$ cat src/rtl/glrd_pkg.sv
// Shared types, constants and helpers of the glyph run-length bitmap decoder.
// Used by glrd_ctrl, glrd_dp and glyph_rle_bitmap_decoder; depends on nothing.
package glrd_pkg;

  localparam int NUM_CFG   = 7;
  localparam int CFG_IDX_W = 3;
  localparam int CFG_W     = 4;
  localparam int BYTE_BITS = 8;
  localparam int MAX_RES   = 17;
  localparam int RES_CNT_W = 5;
  localparam int DIV_STEPS = 9;
  localparam int DIV_CNT_W = 4;
  localparam int TDATA_W   = 72;

  localparam logic [CFG_W-1:0] CFG_RESET [NUM_CFG] =
    '{4'd4, 4'd4, 4'd5, 4'd5, 4'd5, 4'd5, 4'd6};

  typedef enum logic [CFG_IDX_W-1:0] {
    CFG_ZERO_RUN = 3'd0,
    CFG_ONE_RUN  = 3'd1,
    CFG_WIDTH    = 3'd2,
    CFG_HEIGHT   = 3'd3,
    CFG_XOFF     = 3'd4,
    CFG_YOFF     = 3'd5,
    CFG_ADVANCE  = 3'd6
  } cfg_idx_t;

  typedef enum logic [2:0] {
    PH_WIDTH  = 3'd0,
    PH_HEIGHT = 3'd1,
    PH_XOFF   = 3'd2,
    PH_YOFF   = 3'd3,
    PH_ADV    = 3'd4,
    PH_ZERO   = 3'd5,
    PH_ONE    = 3'd6,
    PH_REPEAT = 3'd7
  } phase_t;

  typedef enum logic [1:0] {
    KIND_HEADER = 2'd0,
    KIND_RUN    = 2'd1,
    KIND_END    = 2'd2
  } kind_t;

  typedef enum logic [1:0] {
    LEN_FIELD = 2'd0,
    LEN_ZERO  = 2'd1,
    LEN_ONE   = 2'd2
  } len_src_t;

  typedef enum logic [3:0] {
    ST_IDLE,
    ST_FIELD,
    ST_HDR,
    ST_FIN,
    ST_REP0,
    ST_REP1,
    ST_DIV,
    ST_POS,
    ST_FLUSH
  } ctrl_state_t;

  typedef struct packed {
    logic     start_clr;
    logic     load;
    logic     take;
    logic     phase_ld;
    phase_t   phase_val;
    logic     emit;
    kind_t    emit_kind;
    logic     emit_color;
    len_src_t len_src;
    logic     div_start;
    logic     div_step;
    logic     pos_upd;
    logic     finish;
    logic     flush;
  } glrd_cmd_t;

  typedef struct packed {
    phase_t phase;
    logic   fill_short;
    logic   fld_zero;
    logic   width_zero;
    logic   row_done;
    logic   zlen_zero;
    logic   olen_zero;
    logic   div_last;
    logic   pend_valid;
    logic   emit_ok;
    logic   out_free;
    logic   glyph_done;
  } glrd_stat_t;

  typedef struct packed {
    kind_t      kind;
    logic       color;
    logic [7:0] len;
    logic [7:0] col;
    logic [7:0] row;
    logic [7:0] width;
    logic [7:0] height;
    logic [7:0] offx;
    logic [7:0] offy;
    logic [7:0] adv;
  } glrd_res_t;

  function automatic logic [CFG_W-1:0] clamp_bits(input logic [CFG_W-1:0] r);
    logic [CFG_W-1:0] w;
    w = r;
    if (r == 4'd0) begin
      w = 4'd1;
    end else if (r > 4'd8) begin
      w = 4'd8;
    end
    return w;
  endfunction

endpackage

$ cat src/rtl/glrd_ctrl.sv
// Controller state machine of the glyph run-length bitmap decoder.
// Sequences field extraction, result emission and row wrapping; uses glrd_pkg.
module glrd_ctrl
  import glrd_pkg::*;
(
  input  logic       clk,
  input  logic       rst_n,
  input  logic       in_tvalid,
  input  logic       in_start,
  output logic       in_tready,
  input  glrd_stat_t stat,
  output glrd_cmd_t  cmd
);

  ctrl_state_t state_r, state_nxt;
  logic        ret_rep1_r, ret_rep1_nxt;
  logic        run_go;
  logic        rep0_skip;
  logic        rep1_skip;

  assign run_go    = !stat.fld_zero && !stat.width_zero;
  assign rep0_skip = stat.zlen_zero || stat.width_zero;
  assign rep1_skip = stat.olen_zero || stat.width_zero;

  always_ff @(posedge clk) begin
    if (!rst_n) begin
      state_r    <= ST_IDLE;
      ret_rep1_r <= 1'b0;
    end else begin
      state_r    <= state_nxt;
      ret_rep1_r <= ret_rep1_nxt;
    end
  end

  always_comb begin
    state_nxt    = state_r;
    ret_rep1_nxt = ret_rep1_r;
    unique case (state_r)
      ST_IDLE: begin
        if (in_tvalid && (in_start || !stat.glyph_done)) begin
          state_nxt = ST_FIELD;
        end
      end
      ST_FIELD: begin
        if (stat.fill_short) begin
          state_nxt = ST_FLUSH;
        end else begin
          unique case (stat.phase)
            PH_WIDTH, PH_HEIGHT, PH_XOFF, PH_YOFF: state_nxt = ST_FIELD;
            PH_ADV: state_nxt = ST_HDR;
            PH_ZERO, PH_ONE: begin
              if (run_go && stat.emit_ok) begin
                state_nxt    = ST_DIV;
                ret_rep1_nxt = 1'b0;
              end
            end
            PH_REPEAT: begin
              if (!stat.fld_zero) begin
                state_nxt = ST_REP0;
              end else if (stat.row_done) begin
                state_nxt = ST_FIN;
              end
            end
          endcase
        end
      end
      ST_HDR: begin
        if (stat.emit_ok) begin
          state_nxt = stat.width_zero ? ST_FIN : ST_FIELD;
        end
      end
      ST_FIN: begin
        if (stat.emit_ok) begin
          state_nxt = ST_FLUSH;
        end
      end
      ST_REP0: begin
        if (rep0_skip) begin
          state_nxt = ST_REP1;
        end else if (stat.emit_ok) begin
          state_nxt    = ST_DIV;
          ret_rep1_nxt = 1'b1;
        end
      end
      ST_REP1: begin
        if (rep1_skip) begin
          state_nxt = ST_FIELD;
        end else if (stat.emit_ok) begin
          state_nxt    = ST_DIV;
          ret_rep1_nxt = 1'b0;
        end
      end
      ST_DIV: begin
        if (stat.div_last) begin
          state_nxt = ST_POS;
        end
      end
      ST_POS: begin
        state_nxt = ret_rep1_r ? ST_REP1 : ST_FIELD;
      end
      ST_FLUSH: begin
        if (!stat.pend_valid || stat.out_free) begin
          state_nxt = ST_IDLE;
        end
      end
      default: state_nxt = ST_IDLE;
    endcase
  end

  always_comb begin
    cmd       = '0;
    in_tready = 1'b0;
    unique case (state_r)
      ST_IDLE: begin
        in_tready = 1'b1;
        if (in_tvalid) begin
          cmd.start_clr = in_start;
          cmd.load      = in_start || !stat.glyph_done;
        end
      end
      ST_FIELD: begin
        if (!stat.fill_short) begin
          unique case (stat.phase)
            PH_WIDTH: begin
              cmd.take      = 1'b1;
              cmd.phase_ld  = 1'b1;
              cmd.phase_val = PH_HEIGHT;
            end
            PH_HEIGHT: begin
              cmd.take      = 1'b1;
              cmd.phase_ld  = 1'b1;
              cmd.phase_val = PH_XOFF;
            end
            PH_XOFF: begin
              cmd.take      = 1'b1;
              cmd.phase_ld  = 1'b1;
              cmd.phase_val = PH_YOFF;
            end
            PH_YOFF: begin
              cmd.take      = 1'b1;
              cmd.phase_ld  = 1'b1;
              cmd.phase_val = PH_ADV;
            end
            PH_ADV: cmd.take = 1'b1;
            PH_ZERO, PH_ONE: begin
              if (!run_go || stat.emit_ok) begin
                cmd.take      = 1'b1;
                cmd.phase_ld  = 1'b1;
                cmd.phase_val = (stat.phase == PH_ZERO) ? PH_ONE : PH_REPEAT;
                if (run_go) begin
                  cmd.emit       = 1'b1;
                  cmd.emit_kind  = KIND_RUN;
                  cmd.emit_color = (stat.phase == PH_ONE);
                  cmd.len_src    = LEN_FIELD;
                  cmd.div_start  = 1'b1;
                end
              end
            end
            PH_REPEAT: begin
              cmd.take = 1'b1;
              if (stat.fld_zero && !stat.row_done) begin
                cmd.phase_ld  = 1'b1;
                cmd.phase_val = PH_ZERO;
              end
            end
          endcase
        end
      end
      ST_HDR: begin
        if (stat.emit_ok) begin
          cmd.emit      = 1'b1;
          cmd.emit_kind = KIND_HEADER;
          if (!stat.width_zero) begin
            cmd.phase_ld  = 1'b1;
            cmd.phase_val = PH_ZERO;
          end
        end
      end
      ST_FIN: begin
        if (stat.emit_ok) begin
          cmd.emit      = 1'b1;
          cmd.emit_kind = KIND_END;
          cmd.finish    = 1'b1;
        end
      end
      ST_REP0: begin
        if (!rep0_skip && stat.emit_ok) begin
          cmd.emit       = 1'b1;
          cmd.emit_kind  = KIND_RUN;
          cmd.emit_color = 1'b0;
          cmd.len_src    = LEN_ZERO;
          cmd.div_start  = 1'b1;
        end
      end
      ST_REP1: begin
        if (!rep1_skip && stat.emit_ok) begin
          cmd.emit       = 1'b1;
          cmd.emit_kind  = KIND_RUN;
          cmd.emit_color = 1'b1;
          cmd.len_src    = LEN_ONE;
          cmd.div_start  = 1'b1;
        end
      end
      ST_DIV:   cmd.div_step = 1'b1;
      ST_POS:   cmd.pos_upd  = 1'b1;
      ST_FLUSH: cmd.flush    = !stat.pend_valid || stat.out_free;
      default: cmd = '0;
    endcase
  end

endmodule

$ cat src/rtl/glrd_dp.sv
// Datapath of the glyph run-length bitmap decoder: bit store, glyph registers,
// restoring divider for row wrapping and the result registers; uses glrd_pkg.
module glrd_dp
  import glrd_pkg::*;
(
  input  logic                 clk,
  input  logic                 rst_n,
  input  logic                 cfg_we,
  input  logic [CFG_IDX_W-1:0] cfg_index,
  input  logic [CFG_W-1:0]     cfg_wdata,
  input  logic [7:0]           in_byte,
  input  glrd_cmd_t            cmd,
  output glrd_stat_t           stat,
  input  logic                 out_tready,
  output logic                 out_tvalid,
  output logic                 out_last,
  output glrd_res_t            out_res
);

  logic [CFG_W-1:0] cfg_r [NUM_CFG];

  logic [15:0]          store_r, store_nxt;
  logic [4:0]           fill_r, fill_nxt;
  phase_t               phase_r, phase_nxt;
  logic                 done_r, done_nxt;
  logic [7:0]           width_r, width_nxt;
  logic [7:0]           height_r, height_nxt;
  logic [7:0]           offx_r, offx_nxt;
  logic [7:0]           offy_r, offy_nxt;
  logic [7:0]           adv_r, adv_nxt;
  logic [7:0]           col_r, col_nxt;
  logic [7:0]           row_r, row_nxt;
  logic [7:0]           zlen_r, zlen_nxt;
  logic [7:0]           olen_r, olen_nxt;
  logic [8:0]           div_num_r, div_num_nxt;
  logic [7:0]           div_rem_r, div_rem_nxt;
  logic [DIV_CNT_W-1:0] div_cnt_r, div_cnt_nxt;
  glrd_res_t            pend_r, pend_nxt;
  logic                 pend_v_r, pend_v_nxt;
  glrd_res_t            out_r, out_nxt;
  logic                 out_v_r, out_v_nxt;
  logic                 out_last_r, out_last_nxt;
  logic [RES_CNT_W-1:0] res_cnt_r, res_cnt_nxt;

  logic [CFG_W-1:0] fld_w;
  logic [15:0]      fld_mask;
  logic [7:0]       fld_v;
  logic [7:0]       fld_bias;
  logic [7:0]       fld_biased;
  logic [7:0]       run_len;
  logic [8:0]       div_trial;
  logic [8:0]       div_diff;
  logic             div_ge;
  logic [9:0]       row_sum;
  logic [15:0]      base_store;
  logic [4:0]       base_fill;
  logic             cap_hit;
  logic             out_free;
  glrd_res_t        new_res;

  always_ff @(posedge clk) begin
    if (!rst_n) begin
      for (int i = 0; i < NUM_CFG; i++) begin
        cfg_r[i] <= CFG_RESET[i];
      end
    end else if (cfg_we && (cfg_index <= CFG_ADVANCE)) begin
      cfg_r[cfg_index] <= cfg_wdata;
    end
  end

  always_comb begin
    unique case (phase_r)
      PH_WIDTH:  fld_w = clamp_bits(cfg_r[CFG_WIDTH]);
      PH_HEIGHT: fld_w = clamp_bits(cfg_r[CFG_HEIGHT]);
      PH_XOFF:   fld_w = clamp_bits(cfg_r[CFG_XOFF]);
      PH_YOFF:   fld_w = clamp_bits(cfg_r[CFG_YOFF]);
      PH_ADV:    fld_w = clamp_bits(cfg_r[CFG_ADVANCE]);
      PH_ZERO:   fld_w = clamp_bits(cfg_r[CFG_ZERO_RUN]);
      PH_ONE:    fld_w = clamp_bits(cfg_r[CFG_ONE_RUN]);
      PH_REPEAT: fld_w = 4'd1;
    endcase
  end

  assign fld_mask   = ~(16'hFFFF << fld_w);
  assign fld_v      = store_r[7:0] & fld_mask[7:0];
  assign fld_bias   = 8'd1 << (fld_w - 4'd1);
  assign fld_biased = fld_v - fld_bias;

  always_comb begin
    case (cmd.len_src)
      LEN_FIELD: run_len = fld_v;
      LEN_ZERO:  run_len = zlen_r;
      LEN_ONE:   run_len = olen_r;
      default:   run_len = fld_v;
    endcase
  end

  assign div_trial = {div_rem_r, div_num_r[8]};
  assign div_ge    = div_trial >= {1'b0, width_r};
  assign div_diff  = div_trial - {1'b0, width_r};
  assign row_sum   = {2'b00, row_r} + {1'b0, div_num_r};

  assign base_store = cmd.start_clr ? 16'd0 : store_r;
  assign base_fill  = cmd.start_clr ? 5'd0 : fill_r;

  assign cap_hit  = (res_cnt_r == RES_CNT_W'(MAX_RES));
  assign out_free = !out_v_r || out_tready;

  always_comb begin
    new_res        = '0;
    new_res.kind   = cmd.emit_kind;
    new_res.width  = width_r;
    new_res.height = height_r;
    new_res.offx   = offx_r;
    new_res.offy   = offy_r;
    new_res.adv    = adv_r;
    if (cmd.emit_kind == KIND_RUN) begin
      new_res.color = cmd.emit_color;
      new_res.len   = run_len;
      new_res.col   = col_r;
      new_res.row   = row_r;
    end
  end

  always_comb begin
    store_nxt    = store_r;
    fill_nxt     = fill_r;
    phase_nxt    = phase_r;
    done_nxt     = done_r;
    width_nxt    = width_r;
    height_nxt   = height_r;
    offx_nxt     = offx_r;
    offy_nxt     = offy_r;
    adv_nxt      = adv_r;
    col_nxt      = col_r;
    row_nxt      = row_r;
    zlen_nxt     = zlen_r;
    olen_nxt     = olen_r;
    div_num_nxt  = div_num_r;
    div_rem_nxt  = div_rem_r;
    div_cnt_nxt  = div_cnt_r;
    pend_nxt     = pend_r;
    pend_v_nxt   = pend_v_r;
    out_nxt      = out_r;
    out_v_nxt    = out_v_r && !out_tready;
    out_last_nxt = out_last_r;
    res_cnt_nxt  = res_cnt_r;

    if (cmd.start_clr) begin
      phase_nxt  = PH_WIDTH;
      done_nxt   = 1'b0;
      width_nxt  = 8'd0;
      height_nxt = 8'd0;
      offx_nxt   = 8'd0;
      offy_nxt   = 8'd0;
      adv_nxt    = 8'd0;
      col_nxt    = 8'd0;
      row_nxt    = 8'd0;
      zlen_nxt   = 8'd0;
      olen_nxt   = 8'd0;
    end
    if (cmd.load) begin
      store_nxt   = base_store | ({8'd0, in_byte} << base_fill[3:0]);
      fill_nxt    = base_fill + 5'(BYTE_BITS);
      res_cnt_nxt = '0;
    end

    if (cmd.take) begin
      store_nxt = store_r >> fld_w;
      fill_nxt  = fill_r - {1'b0, fld_w};
      case (phase_r)
        PH_WIDTH:  width_nxt  = fld_v;
        PH_HEIGHT: height_nxt = fld_v;
        PH_XOFF:   offx_nxt   = fld_biased;
        PH_YOFF:   offy_nxt   = fld_biased;
        PH_ADV:    adv_nxt    = fld_biased;
        PH_ZERO:   zlen_nxt   = fld_v;
        PH_ONE:    olen_nxt   = fld_v;
        default: ;
      endcase
    end
    if (cmd.phase_ld) begin
      phase_nxt = cmd.phase_val;
    end
    if (cmd.finish) begin
      done_nxt  = 1'b1;
      store_nxt = 16'd0;
      fill_nxt  = 5'd0;
    end

    if (cmd.div_start) begin
      div_num_nxt = {1'b0, col_r} + {1'b0, run_len};
      div_rem_nxt = 8'd0;
      div_cnt_nxt = '0;
    end
    if (cmd.div_step) begin
      div_rem_nxt = div_ge ? div_diff[7:0] : div_trial[7:0];
      div_num_nxt = {div_num_r[7:0], div_ge};
      div_cnt_nxt = div_cnt_r + 1'b1;
    end
    if (cmd.pos_upd) begin
      col_nxt = div_rem_r;
      row_nxt = (row_sum > 10'd255) ? 8'hFF : row_sum[7:0];
    end

    if (cmd.emit && !cap_hit) begin
      if (pend_v_r) begin
        out_nxt      = pend_r;
        out_last_nxt = 1'b0;
        out_v_nxt    = 1'b1;
      end
      pend_nxt    = new_res;
      pend_v_nxt  = 1'b1;
      res_cnt_nxt = res_cnt_r + 1'b1;
    end
    if (cmd.flush && pend_v_r) begin
      out_nxt      = pend_r;
      out_last_nxt = 1'b1;
      out_v_nxt    = 1'b1;
      pend_v_nxt   = 1'b0;
    end
  end

  always_ff @(posedge clk) begin
    if (!rst_n) begin
      store_r   <= 16'd0;
      fill_r    <= 5'd0;
      phase_r   <= PH_WIDTH;
      done_r    <= 1'b1;
      pend_v_r  <= 1'b0;
      out_v_r   <= 1'b0;
      res_cnt_r <= '0;
      div_cnt_r <= '0;
    end else begin
      store_r   <= store_nxt;
      fill_r    <= fill_nxt;
      phase_r   <= phase_nxt;
      done_r    <= done_nxt;
      pend_v_r  <= pend_v_nxt;
      out_v_r   <= out_v_nxt;
      res_cnt_r <= res_cnt_nxt;
      div_cnt_r <= div_cnt_nxt;
    end
  end

  always_ff @(posedge clk) begin
    width_r    <= width_nxt;
    height_r   <= height_nxt;
    offx_r     <= offx_nxt;
    offy_r     <= offy_nxt;
    adv_r      <= adv_nxt;
    col_r      <= col_nxt;
    row_r      <= row_nxt;
    zlen_r     <= zlen_nxt;
    olen_r     <= olen_nxt;
    div_num_r  <= div_num_nxt;
    div_rem_r  <= div_rem_nxt;
    pend_r     <= pend_nxt;
    out_r      <= out_nxt;
    out_last_r <= out_last_nxt;
  end

  always_comb begin
    stat            = '0;
    stat.phase      = phase_r;
    stat.fill_short = fill_r < {1'b0, fld_w};
    stat.fld_zero   = (fld_v == 8'd0);
    stat.width_zero = (width_r == 8'd0);
    stat.row_done   = (row_r >= height_r);
    stat.zlen_zero  = (zlen_r == 8'd0);
    stat.olen_zero  = (olen_r == 8'd0);
    stat.div_last   = (div_cnt_r == DIV_CNT_W'(DIV_STEPS - 1));
    stat.pend_valid = pend_v_r;
    stat.emit_ok    = cap_hit || !pend_v_r || out_free;
    stat.out_free   = out_free;
    stat.glyph_done = done_r;
  end

  assign out_tvalid = out_v_r;
  assign out_last   = out_last_r;
  assign out_res    = out_r;

endmodule

$ cat src/rtl/glyph_rle_bitmap_decoder.sv
// Top level of the glyph run-length bitmap decoder: stream ports and the
// configuration port; instantiates glrd_ctrl and glrd_dp, uses glrd_pkg.
//
// A byte is taken only while the block is idle, and the block then works on it alone.
// After accepting it, the block extracts each bit field in turn and emits the header and
// end results; every nonzero run then goes through the nine steps of the restoring divider
// that wraps the position at the glyph width and one position update, and so does each
// nonzero run of a replayed pair. Last the block finds the store short of the next field
// and hands over the byte's last result; the short-store check is absent when the glyph
// ends. Every result passes through a holding register and an output register, so the
// next byte is accepted while the last result still waits; a stalled output stops the
// decoder at its next result and at the hand-over.
module glyph_rle_bitmap_decoder
  import glrd_pkg::*;
(
  input  logic                 clk,
  input  logic                 rst_n,
  input  logic                 cfg_we,
  input  logic [CFG_IDX_W-1:0] cfg_index,
  input  logic [CFG_W-1:0]     cfg_wdata,
  input  logic                 in_tvalid,
  output logic                 in_tready,
  input  logic [7:0]           in_tdata,   // glyph_byte
  input  logic [0:0]           in_tuser,   // glyph_start
  output logic                 out_tvalid,
  input  logic                 out_tready,
  // run_color, run_length, run_column, run_row, glyph_width, glyph_height,
  // offset_x, offset_y, advance_x, zero fill
  output logic [TDATA_W-1:0]   out_tdata,
  output logic [1:0]           out_tuser,  // result_kind
  output logic                 out_tlast
);

  glrd_cmd_t  cmd;
  glrd_stat_t stat;
  glrd_res_t  res;

  glrd_ctrl u_ctrl (
    .clk       (clk),
    .rst_n     (rst_n),
    .in_tvalid (in_tvalid),
    .in_start  (in_tuser[0]),
    .in_tready (in_tready),
    .stat      (stat),
    .cmd       (cmd)
  );

  glrd_dp u_dp (
    .clk        (clk),
    .rst_n      (rst_n),
    .cfg_we     (cfg_we),
    .cfg_index  (cfg_index),
    .cfg_wdata  (cfg_wdata),
    .in_byte    (in_tdata),
    .cmd        (cmd),
    .stat       (stat),
    .out_tready (out_tready),
    .out_tvalid (out_tvalid),
    .out_last   (out_tlast),
    .out_res    (res)
  );

  assign out_tdata = {7'd0, res.adv, res.offy, res.offx, res.height, res.width,
                      res.row, res.col, res.len, res.color};
  assign out_tuser = res.kind;

`ifndef SYNTH
  a_idle_no_pending: assert property (@(posedge clk) disable iff (!rst_n)
    in_tready |-> !stat.pend_valid)
    else $error("Input taken while a result is still held back.");

  a_emit_has_slot: assert property (@(posedge clk) disable iff (!rst_n)
    cmd.emit |-> stat.emit_ok)
    else $error("Result emitted without room in the result registers.");

  a_div_then_pos: assert property (@(posedge clk) disable iff (!rst_n)
    (cmd.div_step && stat.div_last) |=> cmd.pos_upd)
    else $error("Division finished without a position update.");
`endif

endmodule

$ cat config.mk
export PLATFORM = sky130hd
export DESIGN_NAME = glyph_rle_bitmap_decoder
export DESIGN_NICKNAME = d
export VERILOG_FILES = /design/src/rtl/glrd_pkg.sv /design/src/rtl/glrd_ctrl.sv /design/src/rtl/glrd_dp.sv /design/src/rtl/glyph_rle_bitmap_decoder.sv
export SDC_FILE = /design/constraint.sdc
export NUM_CORES = 1
export LEC_CHECK = 0
export BUFFER_PORTS_ARGS = -buffer_cell sky130_fd_sc_hd__buf_2
export CORE_MARGIN = 10
export CORE_UTILIZATION = 29
export CTS_CLUSTER_DIAMETER = 150
export DETAILED_ROUTE_END_ITERATION = 6
export GPL_TIMING_DRIVEN = 0
export HOLD_SLACK_MARGIN = 0.08
export PLACE_DENSITY_LB_ADDON = 0.3
export SYNTH_ARGS = -nofsm -noshare
export SYNTH_HDL_FRONTEND = slang
export SYNTH_SLANG_ARGS = --single-unit
export TNS_END_PERCENT = 20
$ cat constraint.sdc
create_clock -name clk -period 10 [get_ports clk]
set_input_delay 2 -clock clk [delete_from_list [all_inputs] [get_ports clk]]
set_output_delay 2 -clock clk [all_outputs]
set_load 0.05 [all_outputs]
==> flow_summary.ini, run 1 <==
[power_and_ir_drop]
p_per_area_mw_per_mm2 = 221
power.leakage_nw = 6.21
ir_worst_vdd_mv = 0.126

[routing]
post_drt_wl_per_cell_um = 18.1
drcViolationCount = 0
drtIter0Drc = 795
via_per_inst = 5.09
wirelength_um = 37000
dr.pass1.iters = 5
ant_nets = 0
num_vias = 10438

[cts]
clk_latency_ps = 580
cts_buffers = 31
htree_num_levels = 1
cts_sinks = 293
postCtsSetupRepairBufs = 0
cts_resized = 0
ctsHoldBuffers = 0
clkTransAtPathRegs_ps = 60
cts_root_buf = clkbuf_16
cts_buffer_depth = 3
cts_tree = done

[placement]
port_buffers = 89
dp_hpwl_um = 27500
dpl_cell_area_sq_mm = 0.0154
pre_cts_ws_ps = 3920
place_congestion = 0.891

[layout]
fin_nets = 1484
syn_to_final_growth_pct = 16.3
antenna_cells = 0
nFillCells = 4814
fin_area_sq_mm = 0.0163
drive_gt1_share_pct = 13.7

[timing]
fin_ws_ps = 4250
fmax_ghz = 0.174
tightestPinTransition_ps = 1260
skew_ps = 16.2
relSlewSlack_pct = 15.6
fin_crit_ps = 5750
setup_viol = 0
drv_slew = 0
hold_viol_final = 0
fin_crit_sh_pct = 57.5
grt_setup_unrepaired = no

[die]
ios = 98
die-height_um = 240
floorplan.die_area_sq_mm = 0.0576
rows = 80
coreArea_sq_mm = 0.0478
initial_core_util_pct = 29.4
die_w_um = 240

[synth]
yosys_warnings = 0
syn_avg_cell_area_sq_um = 11.0
yosysTopAreaCell = edfxtp_1
netlist_area_sq_mm = 0.0140
synth_cell_types = 81
synth_top_area_share_pct = 40.8
synthTopCellsByCount = edfxtp_1, dfxtp_1, o21ai_0
synth_ff_type = edfxtp_1
syn_inst = 1278
async_flop_share_pct = 0
synthTopCellsByArea = edfxtp_1, dfxtp_1, ha_1
synth_seq_cells = 293
yosysSeqAreaShare_pct = 55.4
synth_edf_count = 191
synth.most_common_cell = edfxtp_1

[status]
status = complete, no violations

[worst_setup_path]
cp-start-kind = flip-flop
cp.arrival_ps = 6080
path_max_fanout = 31
required_ps = 10330
critical_path_class = reg2reg
end_kind = flip-flop

[flow_run]
maxCapViolCount = 0

[global_routing]
gr-usage-all-layers_pct = 12.5
grt_pass1_wl_um = 58000
grt.overflow.total = 0
grt_max_degree = 45
antenna_found_initial = 2
grt_pass1_vias = 10227

[worst_hold_path]
hp-class = reg2reg
[registers in the layout, indices dropped and copies added (netlist names), 4 cells and up]
signal          count
u_dp.zlen_r         8
u_dp.col_r          8
u_dp.fill_r         5
u_dp.store_r       16
u_dp.row_r          8
u_ctrl.state_r      4
u_dp.width_r        8
u_dp.height_r       8
u_dp.offx_r         8
u_dp.cfg_r         28
u_dp.olen_r         8
u_dp.div_cnt_r      4
u_dp.res_cnt_r      5
u_dp.pend_r        67
u_dp.offy_r         8
u_dp.adv_r          8
u_dp.div_num_r      9
u_dp.div_rem_r      8
u_dp.out_res       67
[report_power, final]
group	internal [mW]	switching (mW)	leakage [nW]
clock network	0.622	0.469	0.464
registers	1.34	0.0674	2.68
logic	0.397	0.716	3.07
[critical path, stage by stage (launching register included)]
cell,delay (ps)
dfxtp_1,360
buf_2,220
nor4_1,460
a22oi_1,160
nand2_1,260
or2_2,160
clkbuf_1,380
inv_1,140
clkbuf_1,310
ha_1,420
o21a_1,140
o21a_1,220
o311ai_2,740
nor4b_1,150
o31ai_1,290
a31oi_4,510
buf_12,320
buf_12,190
[kinds of logic after synthesis]
family | after synthesis | synth area share [%]
AOI/OAI and AO/OA | 328 | 15.3
buffers and inverters | 128 | 4.02
adders and majority gates | 54 | 5.08
other | 1 | 0.0267
xor gates and xnor gates | 23 | 1.43
and+or+nand+nor | 394 | 14.7
muxes | 57 | 4.12
DFF | 293 | 55.4
[through the flow]
stage	util (%)	TNS [ps]	power (mW)	std cells	hold WS, ps
floorplan	-	0	2.23	1284	400
global placement	31.9	-7080	2.52	1988	405
detailed placement	32.1	0	2.53	1991	406
CTS	34.1	0	3.63	2049	402
global route	34.2	0	3.82	2049	422
finish	34.2	0	3.61	2049	408
[layout by cell type (no fill, tap or decap), types with 9 or more instances in the layout]
master       n
edfxtp_1   191
dfxtp_1    102
o21ai_0    100
buf_2       99
nand2_1     81
a21oi_1     77
nand3_1     71
nor2_1      69
inv_1       60
clkbuf_1    59
and2_1      50
mux2i_1     50
ha_1        49
clkbuf_16   32
nor3_1      25
nand2b_1    18
a221oi_1    17
xnor2_1     15
nor2b_1     14
a21o_1      13
a22oi_1     12
a31oi_1     11
o21a_1      11
and3_1      11
a211o_1     10
nor4_1       9
[routing by layer]
| metal | global-route usage, % | part of all wire [%] | up-vias |
|---|---|---|---|
| li1 | - | - | 4985 |
| met1 | 16.6 | 45 | 5041 |
| met2 | 20.3 | 46 | 342 |
| met3 | 2.61 | 6.5 | 66 |
| met4 | 3.60 | 2.3 | 4 |
| met5 | 0 | 0.11 | - |
[worst paths after layout]
| path | start | end | slack (ps) | cells after the start |
|---|---|---|---|---|
| worst max-delay path | u_dp.phase_r[2] | u_dp.out_res[9] | 4250 | 17 |
| worst min-delay path | u_dp.pend_r[66] | u_dp.out_res[66] | 410 | 0 |
| worst max register to register | u_dp.phase_r[2] | u_dp.out_res[9] | 4250 | 17 |
| worst min register to register | u_dp.pend_r[66] | u_dp.out_res[66] | 410 | 0 |
[final cells by class]
class,instances,area (sq um),area share (%)
Clock inverter,5,37.5,0.230
Sequential cell,293,7780,47.6
Multi-Input combinational cell,863,5760,35.2
Clock buffer,53,920,5.63
Buffer,66,329,2.01
Tap cell,615,769,4.71
Inverter,62,235,1.44
Timing Repair Buffer,92,513,3.14
(Power assumes the default switching activity.)
==> inputs of run 2 (changes only) <==
--- a/config.mk
+++ b/config.mk
@@ -5,6 +5,7 @@
 export SDC_FILE = /design/constraint.sdc
 export NUM_CORES = 1
 export LEC_CHECK = 0
+export ABC_AREA = 1
 export BUFFER_PORTS_ARGS = -buffer_cell sky130_fd_sc_hd__buf_2
 export CORE_MARGIN = 10
 export CORE_UTILIZATION = 29
==> constraint.sdc (replaced) <==
create_clock -name clk -period 5.36 [get_ports clk]
set_input_delay 1.072 -clock clk [delete_from_list [all_inputs] [get_ports clk]]
set_output_delay 1.072 -clock clk [all_outputs]
set_load 0.05 [all_outputs]
==> flow_summary.ini, run 2 <==
[status]
status = complete, no violations

[synth]
synth_top_area_share_pct = 40.2
yosysTopAreaCell = edfxtp_1
synth_cell_types = 55
async_flop_share_pct = 0
netlist_area_sq_mm = 0.0143
synth_edf_count = 191
yosys_warnings = 0
synth_ff_type = edfxtp_1
syn_inst = 1507
yosysSeqAreaShare_pct = 54.5
syn_avg_cell_area_sq_um = 9.47
synthTopCellsByCount = nand2_1, edfxtp_1, inv_1
synthTopCellsByArea = edfxtp_1, dfxtp_1, nand2_1
synth.most_common_cell = nand2_1
synth_seq_cells = 293

[cts]
cts_buffers = 34
cts_tree = done
cts_buffer_depth = 3
clkTransAtPathRegs_ps = 60
cts_resized = 0
cts_root_buf = clkbuf_16
htree_num_levels = 2
clk_latency_ps = 540
ctsHoldBuffers = 0
cts_sinks = 293
postCtsSetupRepairBufs = 0

[timing]
hold_viol_final = 0
fmax_ghz = 0.201
tightestPinTransition_ps = 895
skew_ps = 16.3
relSlewSlack_pct = 40.3
setup_viol = 0
fin_crit_sh_pct = 92.7
drv_slew = 0
fin_ws_ps = 390
setup_tns_ps = 0
grt_setup_unrepaired = no
fin_crit_ps = 4970

[layout]
final_util_pct = 34.3
mostFrequentLayoutCells = nand2_1, edfxtp_1, inv_1
drive_gt1_share_pct = 14.7
fin_nets = 1714
fin_cells = 2329
antenna_cells = 0
syn_to_final_growth_pct = 17.5
final_common_cell = nand2_1

[routing]
drtIter0Drc = 741
ant_nets = 0
drcViolationCount = 0
post_drt_wl_per_cell_um = 15.8
dr.pass1.iters = 6
via_per_inst = 4.65
wirelength_um = 36900
num_vias = 10820

[power_and_ir_drop]
ir_worst_vdd_mv = 0.199
power.leakage_nw = 6.72
p_per_area_mw_per_mm2 = 460

[die]
rows = 81
die-height_um = 242
ios = 98
floorplan.die_area_sq_mm = 0.0585
die_w_um = 242
initial_core_util_pct = 29.2
coreArea_sq_mm = 0.0488

[placement]
place_congestion = 0.868
pre_cts_ws_ps = 284
dp_hpwl_um = 27500
port_buffers = 89
dp_cells = 2267

[worst_hold_path]
worstHoldEndpoint = u_dp.out_res[39]
hold_depth = 0
hold_start = u_dp.pend_r[39]
hp-class = reg2reg

[global_routing]
grt_pass1_wl_um = 58500
grt_pass1_vias = 10429
gr-usage-all-layers_pct = 12.3
grt_max_degree = 68
antenna_found_initial = 0
grt.overflow.total = 0

[worst_setup_path]
path_buf_inv = 5
cpPeakStageDelay_ps = 400
cp_cell_sequence = buf_6 > buf_6 > nor2_1 > nand3_1 > nand2_1 > nor2_1 > nand3_2 > clkbuf_1 > clkbuf_2 > ha_1 > nor2_1 > a211oi_1 > nor2_1 > nor3_1 > nor2_1 > nand3_4 > nand2_4 > nand3_1 > nand2_4 > buf_12
path_max_fanout = 35
cp_slowest_cell = nor3_1
cp.arrival_ps = 5230
rr_startpoint = u_dp.phase_r[2]
required_ps = 5620
critical_path_class = reg2reg
reg2regPathDepth = 20
reg2reg_to = u_dp.out_res[26]
cp_top_family = simple AND/OR/NAND/NOR gates
cp-start-kind = flip-flop
end_kind = flip-flop
cp-startpoint = u_dp.phase_r[2]
r2r_slack_ps = 390
cp_common_cell = nor2_1

[flow_run]
maxCapViolCount = 0
==> run 2: power breakdown <==
group	switching (mW)	total, mW	internal, mW
registers	0.149	2.90	2.75
logic	1.73	2.43	0.693
clock network	0.931	2.40	1.47
==> run 2: area by class of cell <==
class                      count  area [sq um]
buffer                        53           348
multi-input combinational    970          5440
sequential                   293          7780
clock buffer                  42           922
tap                          664           831
timing repair buffer          90           465
clock inverter                20           245
inverter                     197           749
fill                        5061         32100
==> run 2: routing by layer <==
metal,share of wire (%),GRT usage [%],vias up
li1,-,-,5403
met1,48,16.8,5102
met2,44,19.3,262
met3,4.7,2.24,53
met4,2.4,4.20,0
met5,0,0,-
==> run 2: metrics by stage <==
stage	area [sq um]	hold WS (ps)	power, mW
2_1_floorplan	14300	400	4.66
3_3_place_gp	15600	405	5.35
3_5_place_dp	15600	405	5.37
4_1_cts	16800	407	7.80
5_1_grt	16800	419	8.19
6_report	16800	411	7.72
==> run 2: worst max path at each step <==
stage | endpoint | cells after the start
final | u_dp.out_res[26] | 20
after global routing | u_dp.out_res[26] | 21
after CTS | u_dp.out_res[26] | 20
after detailed placement | u_dp.out_res[26] | 20
after global placement | u_dp.out_res[26] | 19
after floorplan | u_dp.out_res[0] | 19
==> run 2: kinds of logic after synthesis <==
kind of cell | Yosys count | synth area share, %
buf+inv | 250 | 7.66
flops | 293 | 54.5
other cells | 1 | 0.0263
compound gates | 298 | 11.9
xor+xnor | 27 | 1.66
mux | 3 | 0.210
fa+ha+maj | 54 | 4.99
simple gates | 581 | 19.0
